==> config.mk <==
export PLATFORM = sky130hd
export DESIGN_NAME = discovery_response_frame_filter
export DESIGN_NICKNAME = d
export VERILOG_FILES = /design/src/sv/drff_pkg.sv /design/src/sv/drff_check.sv /design/src/sv/discovery_response_frame_filter.sv
export SDC_FILE = /design/constraint.sdc
export NUM_CORES = 1
export LEC_CHECK = 0
export BUFFER_PORTS_ARGS = -buffer_cell sky130_fd_sc_hd__buf_2
export CORE_AREA = 2 2 99 101
export CTS_CLUSTER_DIAMETER = 120
export DETAILED_ROUTE_END_ITERATION = 12
export DIE_AREA = 0 0 101 103
export SETUP_SLACK_MARGIN = 0.2
export SYNTH_ARGS = -nofsm -noshare
export SYNTH_HDL_FRONTEND = slang
export SYNTH_SLANG_ARGS = --single-unit
==> constraint.sdc <==
create_clock -name clk -period 4.55 [get_ports clk]
set_input_delay 0.91 -clock clk [delete_from_list [all_inputs] [get_ports clk]]
set_output_delay 0.91 -clock clk [all_outputs]
set_load 0.01 [all_outputs]
==> src/sv/drff_pkg.sv <==
// Package for the discovery response frame filter.
// Holds the frame state and verdict types, the header constants and the payload byte table.
// No dependencies.
`timescale 1ns / 1ps
`default_nettype none

package drff_pkg;

    localparam int POS_W = 6;
    localparam int LEN_W = 7;

    // Byte positions within the frame
    localparam logic [POS_W-1:0] POS_LENGTH     = 6'd0;
    localparam logic [POS_W-1:0] POS_FCF_LO     = 6'd1;
    localparam logic [POS_W-1:0] POS_FCF_HI     = 6'd2;
    localparam logic [POS_W-1:0] POS_PAN_COMP   = 6'd4;
    localparam logic [POS_W-1:0] POS_PAN_FULL   = 6'd14;
    localparam logic [POS_W-1:0] POS_HDR_COMP   = 6'd22;
    localparam logic [POS_W-1:0] POS_HDR_FULL   = 6'd24;
    localparam logic [POS_W-1:0] OFF_COMMAND    = 6'd10;
    localparam logic [POS_W-1:0] POS_LAST       = 6'd34;

    localparam logic [7:0]       MIN_LENGTH     = 8'd5;
    localparam logic [LEN_W-1:0] JAM_OVERHEAD   = 7'd54;
    localparam logic [LEN_W-1:0] JAM_MIN_LENGTH = 7'd1;

    typedef struct packed {
        logic             active;
        logic [POS_W-1:0] pos;
        logic [LEN_W-1:0] len;
        logic             comp;
    } frame_state_t;

    typedef struct packed {
        logic             valid;
        logic             jam;
        logic [LEN_W-1:0] jam_length;
    } verdict_t;

    typedef struct packed {
        logic       check;
        logic [7:0] value;
    } expect_t;

    // Expected payload byte at an offset past the MAC header
    function automatic expect_t payload_expect(input logic [POS_W-1:0] off);
        expect_t e;
        e = '0;
        case (off)
            6'd0:    e = '{check: 1'b1, value: 8'h7f};
            6'd1:    e = '{check: 1'b1, value: 8'h33};
            6'd2:    e = '{check: 1'b1, value: 8'hf0};
            6'd3:    e = '{check: 1'b1, value: 8'h4d};
            6'd4:    e = '{check: 1'b1, value: 8'h4c};
            6'd5:    e = '{check: 1'b1, value: 8'h4d};
            6'd6:    e = '{check: 1'b1, value: 8'h4c};
            6'd9:    e = '{check: 1'b1, value: 8'hff};
            6'd10:   e = '{check: 1'b1, value: 8'h11};
            default: e = '0;
        endcase
        return e;
    endfunction

endpackage

`default_nettype wire

==> src/sv/drff_check.sv <==
// Header checker: evaluates one frame byte against the current frame state.
// Pure combinational; depends on drff_pkg.
`timescale 1ns / 1ps
`default_nettype none

module drff_check (
    input  wire logic [7:0]            frame_byte,
    input  wire logic                  frame_start,
    input  wire logic [15:0]           pan_id,
    input  wire drff_pkg::frame_state_t state,
    output drff_pkg::frame_state_t     state_next,
    output drff_pkg::verdict_t         verdict
);
    import drff_pkg::*;

    frame_state_t     st;
    logic             fail;
    logic [POS_W-1:0] pan_at;
    logic [POS_W-1:0] hdr_end;
    logic [POS_W-1:0] off;
    expect_t          exp_byte;

    always_comb
    begin
        st = state;
        if (frame_start)
        begin
            st.active = 1'b1;
            st.pos    = '0;
            st.comp   = 1'b0;
        end

        pan_at   = st.comp ? POS_PAN_COMP : POS_PAN_FULL;
        hdr_end  = st.comp ? POS_HDR_COMP : POS_HDR_FULL;
        off      = st.pos - hdr_end;
        exp_byte = payload_expect(off);

        state_next = st;
        verdict    = '0;
        fail       = 1'b0;

        if (st.active)
        begin
            state_next.pos = st.pos + 6'd1;
            if (st.pos == POS_LENGTH)
            begin
                state_next.len = frame_byte[LEN_W-1:0];
                fail = (frame_byte < MIN_LENGTH) || frame_byte[7];
            end
            else if (st.pos == POS_FCF_LO)
            begin
                // data frame, no security
                if ((frame_byte[2:0] != 3'b001) || frame_byte[3])
                begin
                    fail = 1'b1;
                end
                else
                begin
                    state_next.comp = frame_byte[6];
                end
            end
            else if (st.pos == POS_FCF_HI)
            begin
                // version 2006, extended dst and src addressing
                fail = (frame_byte[5:4] != 2'b01) || (frame_byte[3:2] != 2'b11)
                    || (frame_byte[7:6] != 2'b11);
            end
            else if (st.pos == pan_at)
            begin
                fail = frame_byte != pan_id[7:0];
            end
            else if (st.pos == pan_at + 6'd1)
            begin
                fail = frame_byte != pan_id[15:8];
            end
            else if (st.pos >= hdr_end)
            begin
                if (exp_byte.check && (frame_byte != exp_byte.value))
                begin
                    fail = 1'b1;
                end
                else if (off == OFF_COMMAND)
                begin
                    state_next.active  = 1'b0;
                    verdict.valid      = 1'b1;
                    verdict.jam        = 1'b1;
                    verdict.jam_length = (st.len > JAM_OVERHEAD) ?
                                         (st.len - JAM_OVERHEAD) : JAM_MIN_LENGTH;
                end
            end

            if (fail)
            begin
                state_next.active = 1'b0;
                verdict           = '0;
                verdict.valid     = 1'b1;
            end
        end
    end

endmodule

`default_nettype wire

==> src/sv/discovery_response_frame_filter.sv <==
// Discovery response frame filter, top level.
// Input register, header checker (drff_check) and verdict register; depends on drff_pkg.
//
// Usage:
//   Frame bytes enter on the in channel (frame_byte, frame_start, in_valid/in_ready),
//   frame_start marking the PHY length byte of each frame. Each frame gives at most
//   one verdict item on the out channel (jam, jam_length, out_valid/out_ready):
//   jam=1 with the jam length at the MLE command byte, or jam=0 with length 0 at
//   the first byte that fails a header or payload check. A start byte abandons an undecided
//   frame silently; bytes outside a frame are dropped.
//   Path: a verdict passes the input register, then the verdict register, before it
//   is on out_valid. Throughput: one byte per cycle, set by the combinational check
//   between the two registers, as long as no stall holds a byte (see below).
//   Stall: while a verdict waits on out_ready, bytes that give no verdict keep
//   passing through; the first byte that would give one is held in the input
//   register and in_ready drops until the waiting verdict leaves.
//   Reset: rst_n clears all frame state and both valid flags; pan_id returns to
//   0xFFFF. Write pan_id (cfg_we/cfg_wdata) only while the block is idle.
`timescale 1ns / 1ps
`default_nettype none

module discovery_response_frame_filter (
    input  wire logic       clk,
    input  wire logic       rst_n,
    // byte input
    input  wire logic [7:0] frame_byte,
    input  wire logic       frame_start,
    input  wire logic       in_valid,
    output logic            in_ready,
    // verdict output
    output logic            jam,
    output logic [6:0]      jam_length,
    output logic            out_valid,
    input  wire logic       out_ready,
    // pan_id register write
    input  wire logic       cfg_we,
    input  wire logic [15:0] cfg_wdata
);
    import drff_pkg::*;

    logic [15:0]      pan_id_reg;

    // input register
    logic             s1_valid_reg;
    logic [7:0]       s1_byte_reg;
    logic             s1_start_reg;

    // frame tracking
    frame_state_t     frame_reg;
    frame_state_t     frame_next;
    verdict_t         verdict;

    // verdict register
    logic             out_valid_reg;
    logic             jam_reg;
    logic [LEN_W-1:0] jam_length_reg;

    logic             out_free;
    logic             s1_advance;
    logic             in_fire;

    drff_check u_check (
        .frame_byte  (s1_byte_reg),
        .frame_start (s1_start_reg),
        .pan_id      (pan_id_reg),
        .state       (frame_reg),
        .state_next  (frame_next),
        .verdict     (verdict)
    );

    // verdict slot is free if empty or being taken this cycle
    assign out_free   = !out_valid_reg || out_ready;
    // a byte that yields no verdict never waits on the output
    assign s1_advance = s1_valid_reg && (out_free || !verdict.valid);
    assign in_ready   = !s1_valid_reg || s1_advance;
    assign in_fire    = in_valid && in_ready;

    always_ff @(posedge clk or negedge rst_n)
    begin
        if (!rst_n)
        begin
            pan_id_reg <= 16'hffff;
        end
        else if (cfg_we)
        begin
            pan_id_reg <= cfg_wdata;
        end
    end

    always_ff @(posedge clk or negedge rst_n)
    begin
        if (!rst_n)
        begin
            s1_valid_reg <= 1'b0;
        end
        else if (in_ready)
        begin
            s1_valid_reg <= in_valid;
        end
    end

    always_ff @(posedge clk)
    begin
        if (in_fire)
        begin
            s1_byte_reg  <= frame_byte;
            s1_start_reg <= frame_start;
        end
    end

    always_ff @(posedge clk or negedge rst_n)
    begin
        if (!rst_n)
        begin
            frame_reg <= '0;
        end
        else if (s1_advance)
        begin
            frame_reg <= frame_next;
        end
    end

    always_ff @(posedge clk or negedge rst_n)
    begin
        if (!rst_n)
        begin
            out_valid_reg <= 1'b0;
        end
        else if (out_free)
        begin
            out_valid_reg <= s1_advance && verdict.valid;
        end
    end

    always_ff @(posedge clk)
    begin
        if (s1_advance && verdict.valid)
        begin
            jam_reg        <= verdict.jam;
            jam_length_reg <= verdict.jam_length;
        end
    end

    assign out_valid  = out_valid_reg;
    assign jam        = jam_reg;
    assign jam_length = jam_length_reg;

    // A jam verdict always carries a nonzero length, a reject carries zero
    a_len_matches_jam: assert property (@(posedge clk) disable iff (!rst_n)
        out_valid_reg |-> (jam_reg == (jam_length_reg != 7'd0)))
        else $error("jam_length does not agree with jam");

    // Every verdict closes its frame
    a_verdict_closes: assert property (@(posedge clk) disable iff (!rst_n)
        (s1_advance && verdict.valid) |=> !frame_reg.active)
        else $error("frame still active after verdict");

    // An undecided frame never runs past the command byte
    a_pos_bound: assert property (@(posedge clk) disable iff (!rst_n)
        frame_reg.active |-> (frame_reg.pos <= POS_LAST))
        else $error("frame position past command byte while active");

    // A held input byte is not lost
    a_s1_hold: assert property (@(posedge clk) disable iff (!rst_n)
        (s1_valid_reg && !s1_advance) |=> s1_valid_reg)
        else $error("input register dropped a byte");

endmodule

`default_nettype wire

* Yosys cells after proc, flatten, opt, wreduce, memory -nomap -nowiden
Memories as Yosys holds them, arrays and structs flattened.
Cells that the tools add are included.
** Word-level totals
- Register bits :: 50
- Logic and storage cells :: 95
- ROM bits :: 144
- Output and inout port bits :: 10
- Memories :: 1
- Bits of input ports :: 30
** Memory list
- (name not given) :: depth 16, width 9, read ports 1, clocked after memory_dff 0, wr ports 0, RTL line drff_pkg.sv:49 : case (off)
** Operators by class
- Muxes and demuxes :: 39
- Bitwise logic cells :: 4
- Equal/unequal tests :: 12
- Add/subtract/negate cells :: 4
- Reductions and logical operators :: 20
- Order comparisons :: 3
** Operators with widths (count)
- 9-bit 2-to-1 mux :: 11
- 8-bit inequality test :: 3
- 1-bit 2-to-1 mux :: 22
- 7-bit 2-to-1 mux :: 3
- 15-bit 2-to-1 mux :: 1
- 6-bit by 1-bit adder with 6-bit output (second input constant) :: 2
- 6-bit == test :: 2
- 11-bit OR reduction :: 1
- 10-bit OR reduction :: 1
- 9-bit OR reduction :: 1
- 8-bit by 3-bit < comparator with 1-bit output (second input constant) :: 1
- 4-bit 2-to-1 mux :: 2
- 7-bit by 6-bit > comparator with 1-bit output (second input constant) :: 1
- 1-bit logical OR :: 7
- 7-bit by 6-bit subtractor with 7-bit output (second input constant) :: 1
- 6-bit by 1-bit == test with 1-bit output (second input constant) :: 1
- 6-bit by 2-bit == test with 1-bit output (second input constant) :: 1
- 6-bit by 4-bit == test with 1-bit output (second input constant) :: 1
- 6-bit greater-or-equal comparator :: 1
- 6-bit zero test :: 1
- 6-bit subtractor :: 1
- 1-bit logical AND :: 4
- 2-bit inequality test (second input constant) :: 2
- 1-bit inverter :: 4
- other kinds (5) :: 7

* Logic depth before layout (Yosys ltp)
Gate-level depths: netlist of run 1.
- Depth in word-level cells :: 22
- Mapped depth :: 16

* By module
From an unflattened synthesis of run 1, not the netlist that was laid out.
** Second synthesis, totals
- Cells, all modules :: 366
- Area total of the unflattened synthesis :: 3698.5 um^2
** By module, submodules not included
- discovery_response_frame_filter :: area an instance 2122.0 um^2, cells each 147, instances 1
- drff_check :: area an instance 1576.5 um^2, cells each 219, instances 1

* Worst setup path after synthesis of run 1
No wires, ideal clock.
- Kind :: register to output
- Start point :: register s1_start_reg
- End point :: output port in_ready
- Slack :: 0.616 ns
- Cell stages (with the launch flop) :: 14
- Data required time :: 3.640 ns
- Data arrival time :: 3.024 ns
- Cells stage by stage :: edfxtp_1 -> buf_4 -> clkbuf_1 -> inv_1 -> nand3_1 -> ha_1 -> and2_1 -> o21a_1 -> or4_1 -> o32a_1 -> a31oi_1 -> nor3_1 -> o21bai_1 -> nand3_1
** On the way
- Cells in the longest elaborated chain, start to end :: 21
** Ends and longest elaborated chain
- start: declaration :: RTL line discovery_response_frame_filter.sv:46 : logic s1_start_reg;
- start signal: assignment :: RTL line discovery_response_frame_filter.sv:107 : s1_start_reg <= frame_start;
- 1-bit 2-to-1 mux :: RTL line drff_check.sv:26 : if (frame_start)
- 4-bit 2-to-1 mux :: RTL line drff_check.sv:34 : hdr_end = st.comp ? POS_HDR_COMP : POS_HDR_FULL;
- 6-bit subtractor :: RTL line drff_check.sv:35 : off = st.pos - hdr_end;
- memory read 16 x 9 bit or 2-bit zero test (tied branches)
- 9-bit 2-to-1 mux :: RTL line drff_pkg.sv:49
- 8-bit inequality test :: RTL line drff_check.sv:78 : if (exp_byte.check && (frame_byte != exp_byte.value))
- 1-bit logical AND :: RTL line drff_check.sv:78
- 1-bit 2-to-1 mux :: RTL line drff_check.sv:78
- [... 5 more ...]
- 1-bit 2-to-1 mux :: RTL line drff_check.sv:45 : if (st.pos == POS_LENGTH)
- 1-bit 2-to-1 mux :: RTL line drff_check.sv:42 : if (st.active)
- 9-bit 2-to-1 mux :: RTL line drff_check.sv:92 : if (fail)
- 9-bit 2-to-1 mux * :: RTL line drff_check.sv:42
- 1-bit zero test * :: RTL line discovery_response_frame_filter.sv:74 : assign s1_advance = s1_valid_reg && (out_free || !verdict.valid);
- 1-bit logical OR * :: RTL line discovery_response_frame_filter.sv:74
- 1-bit logical AND * :: RTL line discovery_response_frame_filter.sv:74
- 1-bit logical OR * :: RTL line discovery_response_frame_filter.sv:75 : assign in_ready = !s1_valid_reg || s1_advance;
- end: declaration :: RTL line discovery_response_frame_filter.sv:29 : output logic in_ready,
Mark *: on every way between the ends. The rest lies on a longest branch, timed or not. The select of a mux whose other input is x is not followed.

* Worst setup path in the final report of run 1
- Start point :: register frame_reg[0] in the netlist's numbering
- End point :: output port in_ready
** On the way
- Cells in the longest elaborated chain, start to end :: 21
** Ends and longest elaborated chain
- start: declaration :: RTL line discovery_response_frame_filter.sv:49 : frame_state_t frame_reg;
- start signal: assignment :: RTL line discovery_response_frame_filter.sv:119 : frame_reg <= frame_next;
- 1-bit 2-to-1 mux * :: RTL line drff_check.sv:26
- 4-bit 2-to-1 mux :: RTL line drff_check.sv:34
- 6-bit subtractor :: RTL line drff_check.sv:35
- memory read 16 x 9 bit or 2-bit zero test (tied branches)
- 9-bit 2-to-1 mux :: RTL line drff_pkg.sv:49
- 8-bit inequality test :: RTL line drff_check.sv:78
- 1-bit logical AND :: RTL line drff_check.sv:78
- 1-bit 2-to-1 mux :: RTL line drff_check.sv:78
- [... 5 more ...]
- 1-bit 2-to-1 mux :: RTL line drff_check.sv:45
- 1-bit 2-to-1 mux :: RTL line drff_check.sv:42
- 9-bit 2-to-1 mux * :: RTL line drff_check.sv:92
- 9-bit 2-to-1 mux * :: RTL line drff_check.sv:42
- 1-bit zero test * :: RTL line discovery_response_frame_filter.sv:74
- 1-bit logical OR * :: RTL line discovery_response_frame_filter.sv:74
- 1-bit logical AND * :: RTL line discovery_response_frame_filter.sv:74
- 1-bit logical OR * :: RTL line discovery_response_frame_filter.sv:75
Marks and branches as above.

==> flow_results.org, run 1 <==
** Synthesis
- In this run, synthesis inferred 17 flip-flops with an integrated enable.
- The top cell type by area accounts for 15.89% of the synthesized area.
- Ys Warns :: 0
- After synthesis, the share of flip-flops with an asynchronous set or reset is about two thirds.
- Post-synth net total :: 360
- Synth cell types :: 64
- FF+latch count, synth :: 50
- Synth area leaders :: sky130_fd_sc_hd__edfxtp_1 16%, sky130_fd_sc_hd__dfrtp_1 13%, sky130_fd_sc_hd__dfstp_2 13%
- Sequential elements use ~42% of the synthesized area.
- The synthesized design spends more area on one cell type than any other, namely sky130_fd_sc_hd__edfxtp_1.
- The most used flip-flop cell after synthesis is sky130_fd_sc_hd__edfxtp_1.
- Synthesis produced 317 cells.
- Dividing the synthesized area by the synthesized cell count gives 10.14 um^2.
- Post-synthesis instance area :: approximately 0.0032 mm^2

** Clock network
- Post-cts hold buffer count :: 0
- Clock Tree Buf Depth :: 2
- Skew-Pair Late Insertion Delay :: 0.31 ns
- Clock tree sinks :: 50
- Buffers inserted during clock tree synthesis total 5.
- The clock tree synthesis step divided the H-tree into 2 levels.
- TritonCTS built the clock tree.
- The tree is rooted in a sky130_fd_sc_hd__clkbuf_8.
- Clock Pin Slew Worst Setup and Hold Paths :: 0.09 ns

** Worst setup path
- Startpoint type of the worst setup path :: flop
- Reg-to-reg critical path startpoint :: frame_reg[0]
- Most frequent cell on the critical path :: sky130_fd_sc_hd__or4_1
- The critical path goes through xor2_1 -> nand2_1 -> ha_4 -> nor3_1 -> or4_1 -> o211a_1 -> or4_1 -> o21ai_1 -> o21bai_1 -> nand3_1 -> buf_2.
- Startpoint of the most critical setup path :: frame_reg[0]
- Critical Path End Type :: output pin
- Crit path arrival time :: around 3.4 ns
- WS Path Type :: flop to output pin
- Worst Path Max Fanout :: 6
- Biggest cell delay along the critical path :: 0.59 ns
- For the worst setup path, the data required time is around 3.6 ns.
- On the critical path, the stage with the largest delay is an instance of sky130_fd_sc_hd__or4_1.

** GRT
- Global routing consumed, over all layers together, 15.62% of the routing resources.
- Remaining global-route overflow :: 0
- Entering global routing, the biggest net connects 34 pins.
- Vias in the first global route :: 2564
- The number of antenna violations at the first check in global routing is 0.
- Wire length of the first global-routing pass :: 12830 um

** Power and ir drop
- Summed over all cells, the static leakage comes to ~1.5 nW.
- Max VDD drop :: 0.1627 mV
- Dividing total power by cell area gives a power density of 500.8 mW/mm^2.

** Route
- Routed len/inst :: roughly 17 um
- In the routed design, unresolved DRC markers number 0.
- Wires add up to 7700 um.
- Number of vias in the routed layout :: 2639
- The count of nets left with antenna violations once routing finished came out at 0.
- For this block, the initial DRC count from the detailed router was 160.
- Using the TritonRoute via totals, the vias-per-cell ratio works out to 5.675.
- Pre-Repair DR Iteration Count :: 4

** STA
- In this run the tightest slew margin relative to its limit is approximately half.
- The hold violation count in the final report came to 0.
- For the final routed database, the setup TNS stands at 0 ns.
- Max Clock Skew :: 0.007327 ns
- Upper clock frequency limit :: 234.4 MHz
- Share of the cycle needed by the critical path after routing :: between 90% and 100%
- Minimum hold slack :: 0.5352 ns
- The number of slew-limit violations in the final report is 0.
- Setup violation total in the final timing report :: 0
- Unrepaired setup endpoints after global routing :: no
- At the pin with the least slew margin, the transition time is 0.7424 ns.
- Slack of the critical path :: 0.2846 ns
- The worst path needs 4.265 ns of the cycle, external delays included.

** Final layout
- The repair_antennas step left the layout with diodes totalling 0.
- Relative to the synthesized area, the layout overhead comes to 13.94%.
- Total Nets Final :: 393
- Largest register FFs :: 16
- After filler insertion, the fill cell instance count of the layout stands at 953.
- In the final layout, the share of cells above drive strength 1 is 31.91%.
- Number of non-filler instances in the completed layout :: about 470

** Floorplan
- Die width :: between 100 and 150 um
- Die Height :: roughly 100 um
- Starting density of the core :: 33.97%
- Row cnt :: 36
- After floorplanning, the core was sized to cover 0.009459 mm^2.
- Die Footprint :: 0.01040 mm^2
- 40 I/O pins were placed.

** Min path
- Class of the worst hold path :: flop to flop
- Worst hold start :: frame_reg[7]

** Outcome
- Status :: complete, no violations

** Placement
- DP Cell Count :: 454
- HPWL reported at the end of detailed placement :: between 5000 and 6000 um
- At the end of routability-driven placement, the weighted congestion stood at 0.9646.
- Post-Place Setup Slack :: 0.3187 ns
- The count of buffers added on input and output ports is 39.

** Flow run
- Number of max-capacitance violations reported :: 0
cell usage in the layout, fill, tap and decap left out, types with 5 or more instances in the layout:
cell / n
sky130_fd_sc_hd__a21oi_1: 11
sky130_fd_sc_hd__nor3_1: 8
sky130_fd_sc_hd__dfstp_2: 16
sky130_fd_sc_hd__nand3_1: 10
sky130_fd_sc_hd__mux2_2: 18
sky130_fd_sc_hd__nor2_1: 24
sky130_fd_sc_hd__nor4_1: 7
sky130_fd_sc_hd__clkbuf_8: 5
sky130_fd_sc_hd__ha_1: 12
sky130_fd_sc_hd__buf_4: 6
sky130_fd_sc_hd__xor2_1: 20
sky130_fd_sc_hd__buf_2: 39
sky130_fd_sc_hd__nand2_1: 14
sky130_fd_sc_hd__edfxtp_1: 17
sky130_fd_sc_hd__mux2_4: 6
sky130_fd_sc_hd__inv_1: 17
sky130_fd_sc_hd__a31oi_1: 5
sky130_fd_sc_hd__o21ai_0: 13
sky130_fd_sc_hd__dfrtp_1: 15
path summary, 6_finish.rpt:
path,end,slack (ns),cells past startpoint
max,in_ready,0.28,11
min,frame_reg[7],0.54,1
max reg2reg,frame_reg[5],0.71,12
min reg2reg,frame_reg[7],0.54,1
max in group asynchronous,frame_reg[0],3.38,1
min in group asynchronous,frame_reg[1],0.66,1
per-stage QoR:
stage          power, mW  util [%]  instance area [um^2]
6_report           1.834     38.70                  3661
5_1_grt            1.968     38.70                  3661
4_1_cts            1.781     37.95                  3590
3_5_place_dp       1.497     36.83                  3483
3_3_place_gp       1.487     36.83                  3483
2_1_floorplan      1.304         -                  3213
cell families after synthesis:
group                      share of synthesized area (%)
DFF                                                42.21
muxes                                              9.424
buffers and inverters                              4.907
xor gates and xnor gates                           6.270
adders and majority gates                          5.062
and+or+nand+nor                                    15.34
AOI/OAI and AO/OA                                  16.78
metal layers:
metal	track usage, %	part of all wire [%]	up-vias
li1	-	-	1240
met1	21.05	44	1279
met2	24.97	46	99
met3	3.254	7.2	21
met4	5.613	2.5	0
met5	0	0	-
what timing repair did:
item,4_1_cts,5_1_grt
cloned,0,0
endpoints found under the hold margin,0,0
gates resized for setup,4,12
buffers inserted,1,2
setup endpoints to repair,1,1
pin swaps,0,1
final cells by class:
type | count | area (um^2) | area share, %
clock buffer | 5 | 68.82 | 1.880
clock inverter | 3 | 20.02 | 0.5468
inverter | 18 | 67.56 | 1.846
multi-input combinational | 230 | 1763 | 48.15
sequential | 50 | 1359 | 37.12
tap | 114 | 142.6 | 3.896
timing repair buffer | 45 | 240.2 | 6.562
worst max-delay path, delay by kind of cell (launching register included):
kind	cells	cell delay, ns
AO/OA/AOI/OAI	3	0.68
XOR/XNOR	1	0.15
adder cells (fa/ha/maj)	1	0.19
buffers and inverters	1	0.18
flip-flops	1	0.46
AND/OR/NAND/NOR	5	1.40
synth_stat cells, types with 3 or more instances:
| library cell | instances |
|---|---|
| sky130_fd_sc_hd__dfstp_2 | 16 |
| sky130_fd_sc_hd__edfxtp_1 | 17 |
| sky130_fd_sc_hd__o21ai_1 | 4 |
| sky130_fd_sc_hd__mux2_2 | 18 |
| sky130_fd_sc_hd__a31oi_1 | 6 |
| sky130_fd_sc_hd__clkbuf_1 | 14 |
| sky130_fd_sc_hd__xor2_1 | 20 |
| sky130_fd_sc_hd__and2_1 | 3 |
| sky130_fd_sc_hd__nor2b_1 | 4 |
| sky130_fd_sc_hd__nor2_1 | 25 |
| sky130_fd_sc_hd__o2111ai_1 | 3 |
| sky130_fd_sc_hd__o21ai_0 | 13 |
| sky130_fd_sc_hd__o211ai_1 | 3 |
| sky130_fd_sc_hd__or4_1 | 5 |
| sky130_fd_sc_hd__nand3_1 | 10 |
| sky130_fd_sc_hd__nand4_1 | 3 |
| sky130_fd_sc_hd__nand2b_1 | 3 |
| sky130_fd_sc_hd__mux2_4 | 6 |
| sky130_fd_sc_hd__nor4_1 | 8 |
| sky130_fd_sc_hd__nand2_1 | 15 |
| sky130_fd_sc_hd__xnor2_1 | 3 |
| sky130_fd_sc_hd__ha_1 | 13 |
| sky130_fd_sc_hd__nor3_1 | 8 |
| sky130_fd_sc_hd__dfrtp_1 | 17 |
| sky130_fd_sc_hd__inv_1 | 18 |
| sky130_fd_sc_hd__a21oi_1 | 11 |
| sky130_fd_sc_hd__a2111oi_0 | 3 |
where the power goes:
| part | internal (mW) | total [mW] | switching (mW) |
|---|---|---|---|
| Combinational | 0.380 | 0.868 | 0.489 |
| Sequential | 0.582 | 0.698 | 0.116 |
| Clock | 0.109 | 0.267 | 0.159 |
No activity file was read; power rests on OpenSTA's default activity.
==> run 2, diff against run 1 <==
- MAX_ROUTING_LAYER: unset -> met4
==> run 2 against run 1 <==
  * Clock skew about the same
  * Combinational power increased by 1%
  * Fmax increased by 0.58%
  * Non-clock buffer count unchanged
  * Wire length increased by 2.6%
  * Cell count unchanged
  * First-iteration DRC count increased by 34%
  * Power increased by 3.9%
  * Core utilization increased by 0.26 points
  * Setup slack improved by 0.024 ns
  * Die area unchanged
==> flow_results.org, run 2 (synthesis results as in run 1) <==
** Power and ir drop
- Power spread over the standard cell area amounts to 516.8 mW/mm^2.
- Total power of the final layout :: approximately 1.9 mW
- Summed over all nets, the switching power comes to approximately 0.77 mW.
- In this run switching power makes up 40.27% of total power.
- Share of power burned in combinational logic :: 46.1%
- Summed over all cells, the static leakage comes to 1.495 nW.
- Sequential cells account for 36.4% of the total power.
- Clock network fraction of design power :: 17.5%
- IR analysis of the VDD net gives a maximum drop of 0.1647 mV.
- Cell internal power was estimated by the tool at roughly 1.1 mW.

** STA
- Setup violations remaining at the end of the flow were counted as 0.
- Unrepaired setup endpoints after global routing :: no
- Between clock sinks in the finished design, the worst skew comes to 0.007385 ns.
- The hold violation count in the final report was 0.
- For the finished layout, the period the worst path requires is 4.241 ns.
- The tightest hold path in the finished design has a slack of 0.5302 ns.
- In the finished design, the share of the clock period the worst path needs comes to between 90 and 100%.
- Adding up every negative setup slack in the final design gives 0 ns.
- Slew at the pin closest to its max-slew limit :: 0.7513 ns
- Based on the critical path, the design can be clocked at up to 235.8 MHz.
- The worst pin sits at a relative slew slack of 49.91%.
- Final number of max-transition violations :: 0

** Final layout
- Cells with a size suffix above 1 make up a little under a third of the layout.
- Highest-count cells in the layout ignoring fill and taps :: 39 x sky130_fd_sc_hd__buf_2, 24 x sky130_fd_sc_hd__nor2_1, 20 x sky130_fd_sc_hd__xor2_1
- The finished layout holds 465 standard cells, fillers aside.
- Total Nets Final :: 393
- Most frequent standard cell in the layout excluding fill and tap cells :: sky130_fd_sc_hd__buf_2
- Compared with the post-synthesis result, the final layout area differs by 14.72%.
- Largest register FFs :: 16
- The number of antenna diodes in the final layout is 0.
- For this run, the share of the core covered by cells in the final layout is 38.97%.

** Route
- DR DRC count :: 0
- In this run, the number of DRC markers left after iteration 0 of detailed routing was 215.
- Summing over every cut layer, the via total after detailed routing is 2590.
- The detail route stage leaves a number of antenna-violating nets equal to 0.
- Wires add up to a little under 8000 um.
- Dividing the detail-routed via count by the number of cells gives about 5.6.
- After detailed routing, the average wire length per cell comes to 16.99 um.
- The first detailed-routing pass took 6 iterations.

** Worst setup path
- Counting both buffers and inverters, the worst setup path holds a total of 1.
- Among cell families on the critical path, the largest total delay comes from simple AND/OR/NAND/NOR gates.
- The worst setup path is launched from a flop.
- Critical Path End Type :: output pin
- WS Path Type :: flop to output pin
- Worst Path Max Fanout :: 6
- The most critical setup path has its startpoint at frame_reg[10].
- CP required :: 3.64 ns
- The signal on the critical path passes through xor2_1 -> nand2_1 -> ha_4 -> nor3_1 -> or4_1 -> o211a_1 -> or4_1 -> o21ai_1 -> o21bai_1 -> nand3_1 -> buf_2.
- Most frequent cell on the critical path :: sky130_fd_sc_hd__or4_1
- For this design, the slowest cell found on the critical path is sky130_fd_sc_hd__or4_1.
- The largest single stage delay on the critical path is 0.60 ns.
- Data arrives at the worst endpoint at 3.33 ns.
- The worst register-to-register path begins at frame_reg[9].

** Flow run
- Number of max-capacitance violations reported :: 0

** GRT
- Summed over all layers, the global routing overflow is 0.
- The number of antenna violations at the first check in global routing was 0.
- Maximum number of pins on one net before global-route repair :: 34
- Total global-route track usage :: 16.10%
- Wire length of the first global-routing pass :: between 10000 and 15000 um
- Vias in the first global route :: 2495

** Placement
- Weighted congestion reported at the end of routability-driven placement :: 0.9010
- DP Cell Count :: 455
- HPWL reported at the end of detailed placement :: around 5800 um
- # port buffers :: 39

** Floorplan
- Die Height :: 103 um
- The die covers 0.01040 mm^2.
- In this run the core area contains 36 standard-cell rows.
- Die width :: 101 um
- Starting density of the core :: 33.97%
- Total core area :: 0.009459 mm^2
- 40 I/O pins were placed.

** Clock network
- In this run the number of H-tree levels came out at 2.
- Clock Pin Slew Worst Setup and Hold Paths :: roughly 0.10 ns
- TritonCTS built the clock tree.
- The clock reaches the later pin of the worst-skew pair after 0.31 ns.
- Clock tree synthesis selected as its root buffer the cell sky130_fd_sc_hd__clkbuf_8.
- Clock Tree Buf Depth :: 2
- Clock tree synthesis inserted a total of 5 buffers.
- After clock tree synthesis, the flow added hold-fix buffers numbering 0.
- Clock tree sinks :: 50

** Min path
- In this run the worst hold path is classified as flop to flop.
- In this run the most critical hold path is launched from frame_reg[7].

** Outcome
- The flow ran to the end, and the final reports show no timing, DRC or antenna violations.
run 2: final timing paths:
path / endpoint / slack [ns] / cells after the start
setup / recovery: in_ready / 0.31 / 11
hold / removal: frame_reg[7] / 0.53 / 1
setup reg to reg: frame_reg[4] / 0.63 / 12
hold reg to reg: frame_reg[7] / 0.53 / 1
max in group asynchronous: frame_reg[9] / 3.38 / 1
min in group asynchronous: s1_valid_reg / 0.65 / 1
run 2: final cells by class:
| cell class | count | area [um^2] |
|---|---|---|
| fillers | 943 | 5773 |
| multi-input cells | 230 | 1760 |
| flip-flops and latches | 50 | 1359 |
| repair buffers | 45 | 240.2 |
| well taps | 114 | 142.6 |
| clock buffers | 5 | 68.82 |
| inverters | 18 | 67.56 |
| clock inverters | 3 | 47.55 |
run 2: repair_timing:
action | CTS | global route
setup buffers | 2 | 0
setup endpoints to repair | 1 | 2
gates resized for setup | 2 | 13
run 2: stage by stage:
| step | cell area (um^2) | setup WS (ns) |
|---|---|---|
| finish | 3686 | 0.3091 |
| floorplan | 3213 | 0.6164 |
| CTS | 3623 | 0.2340 |
| global placement | 3491 | 0.4647 |
| detailed placement | 3491 | 0.3836 |
| global route | 3686 | 0.1528 |
run 2: metal layers:
metal / part of all wire (%) / global-route usage (%)
met4: 1.9 / 4.990
met5: 0 / -
met2: 47 / 26.15
met3: 5.9 / 2.576
met1: 45 / 20.73
run 2: power by group through the flow:
stage	registers, mW	clock network [mW]	logic (mW)
after CTS	0.691	0.346	0.827
after floorplan	0.655	0	0.649
after detailed placement	0.709	0	0.801
final	0.694	0.333	0.878
after global placement	0.703	0	0.795
after global routing	0.712	0.364	0.977
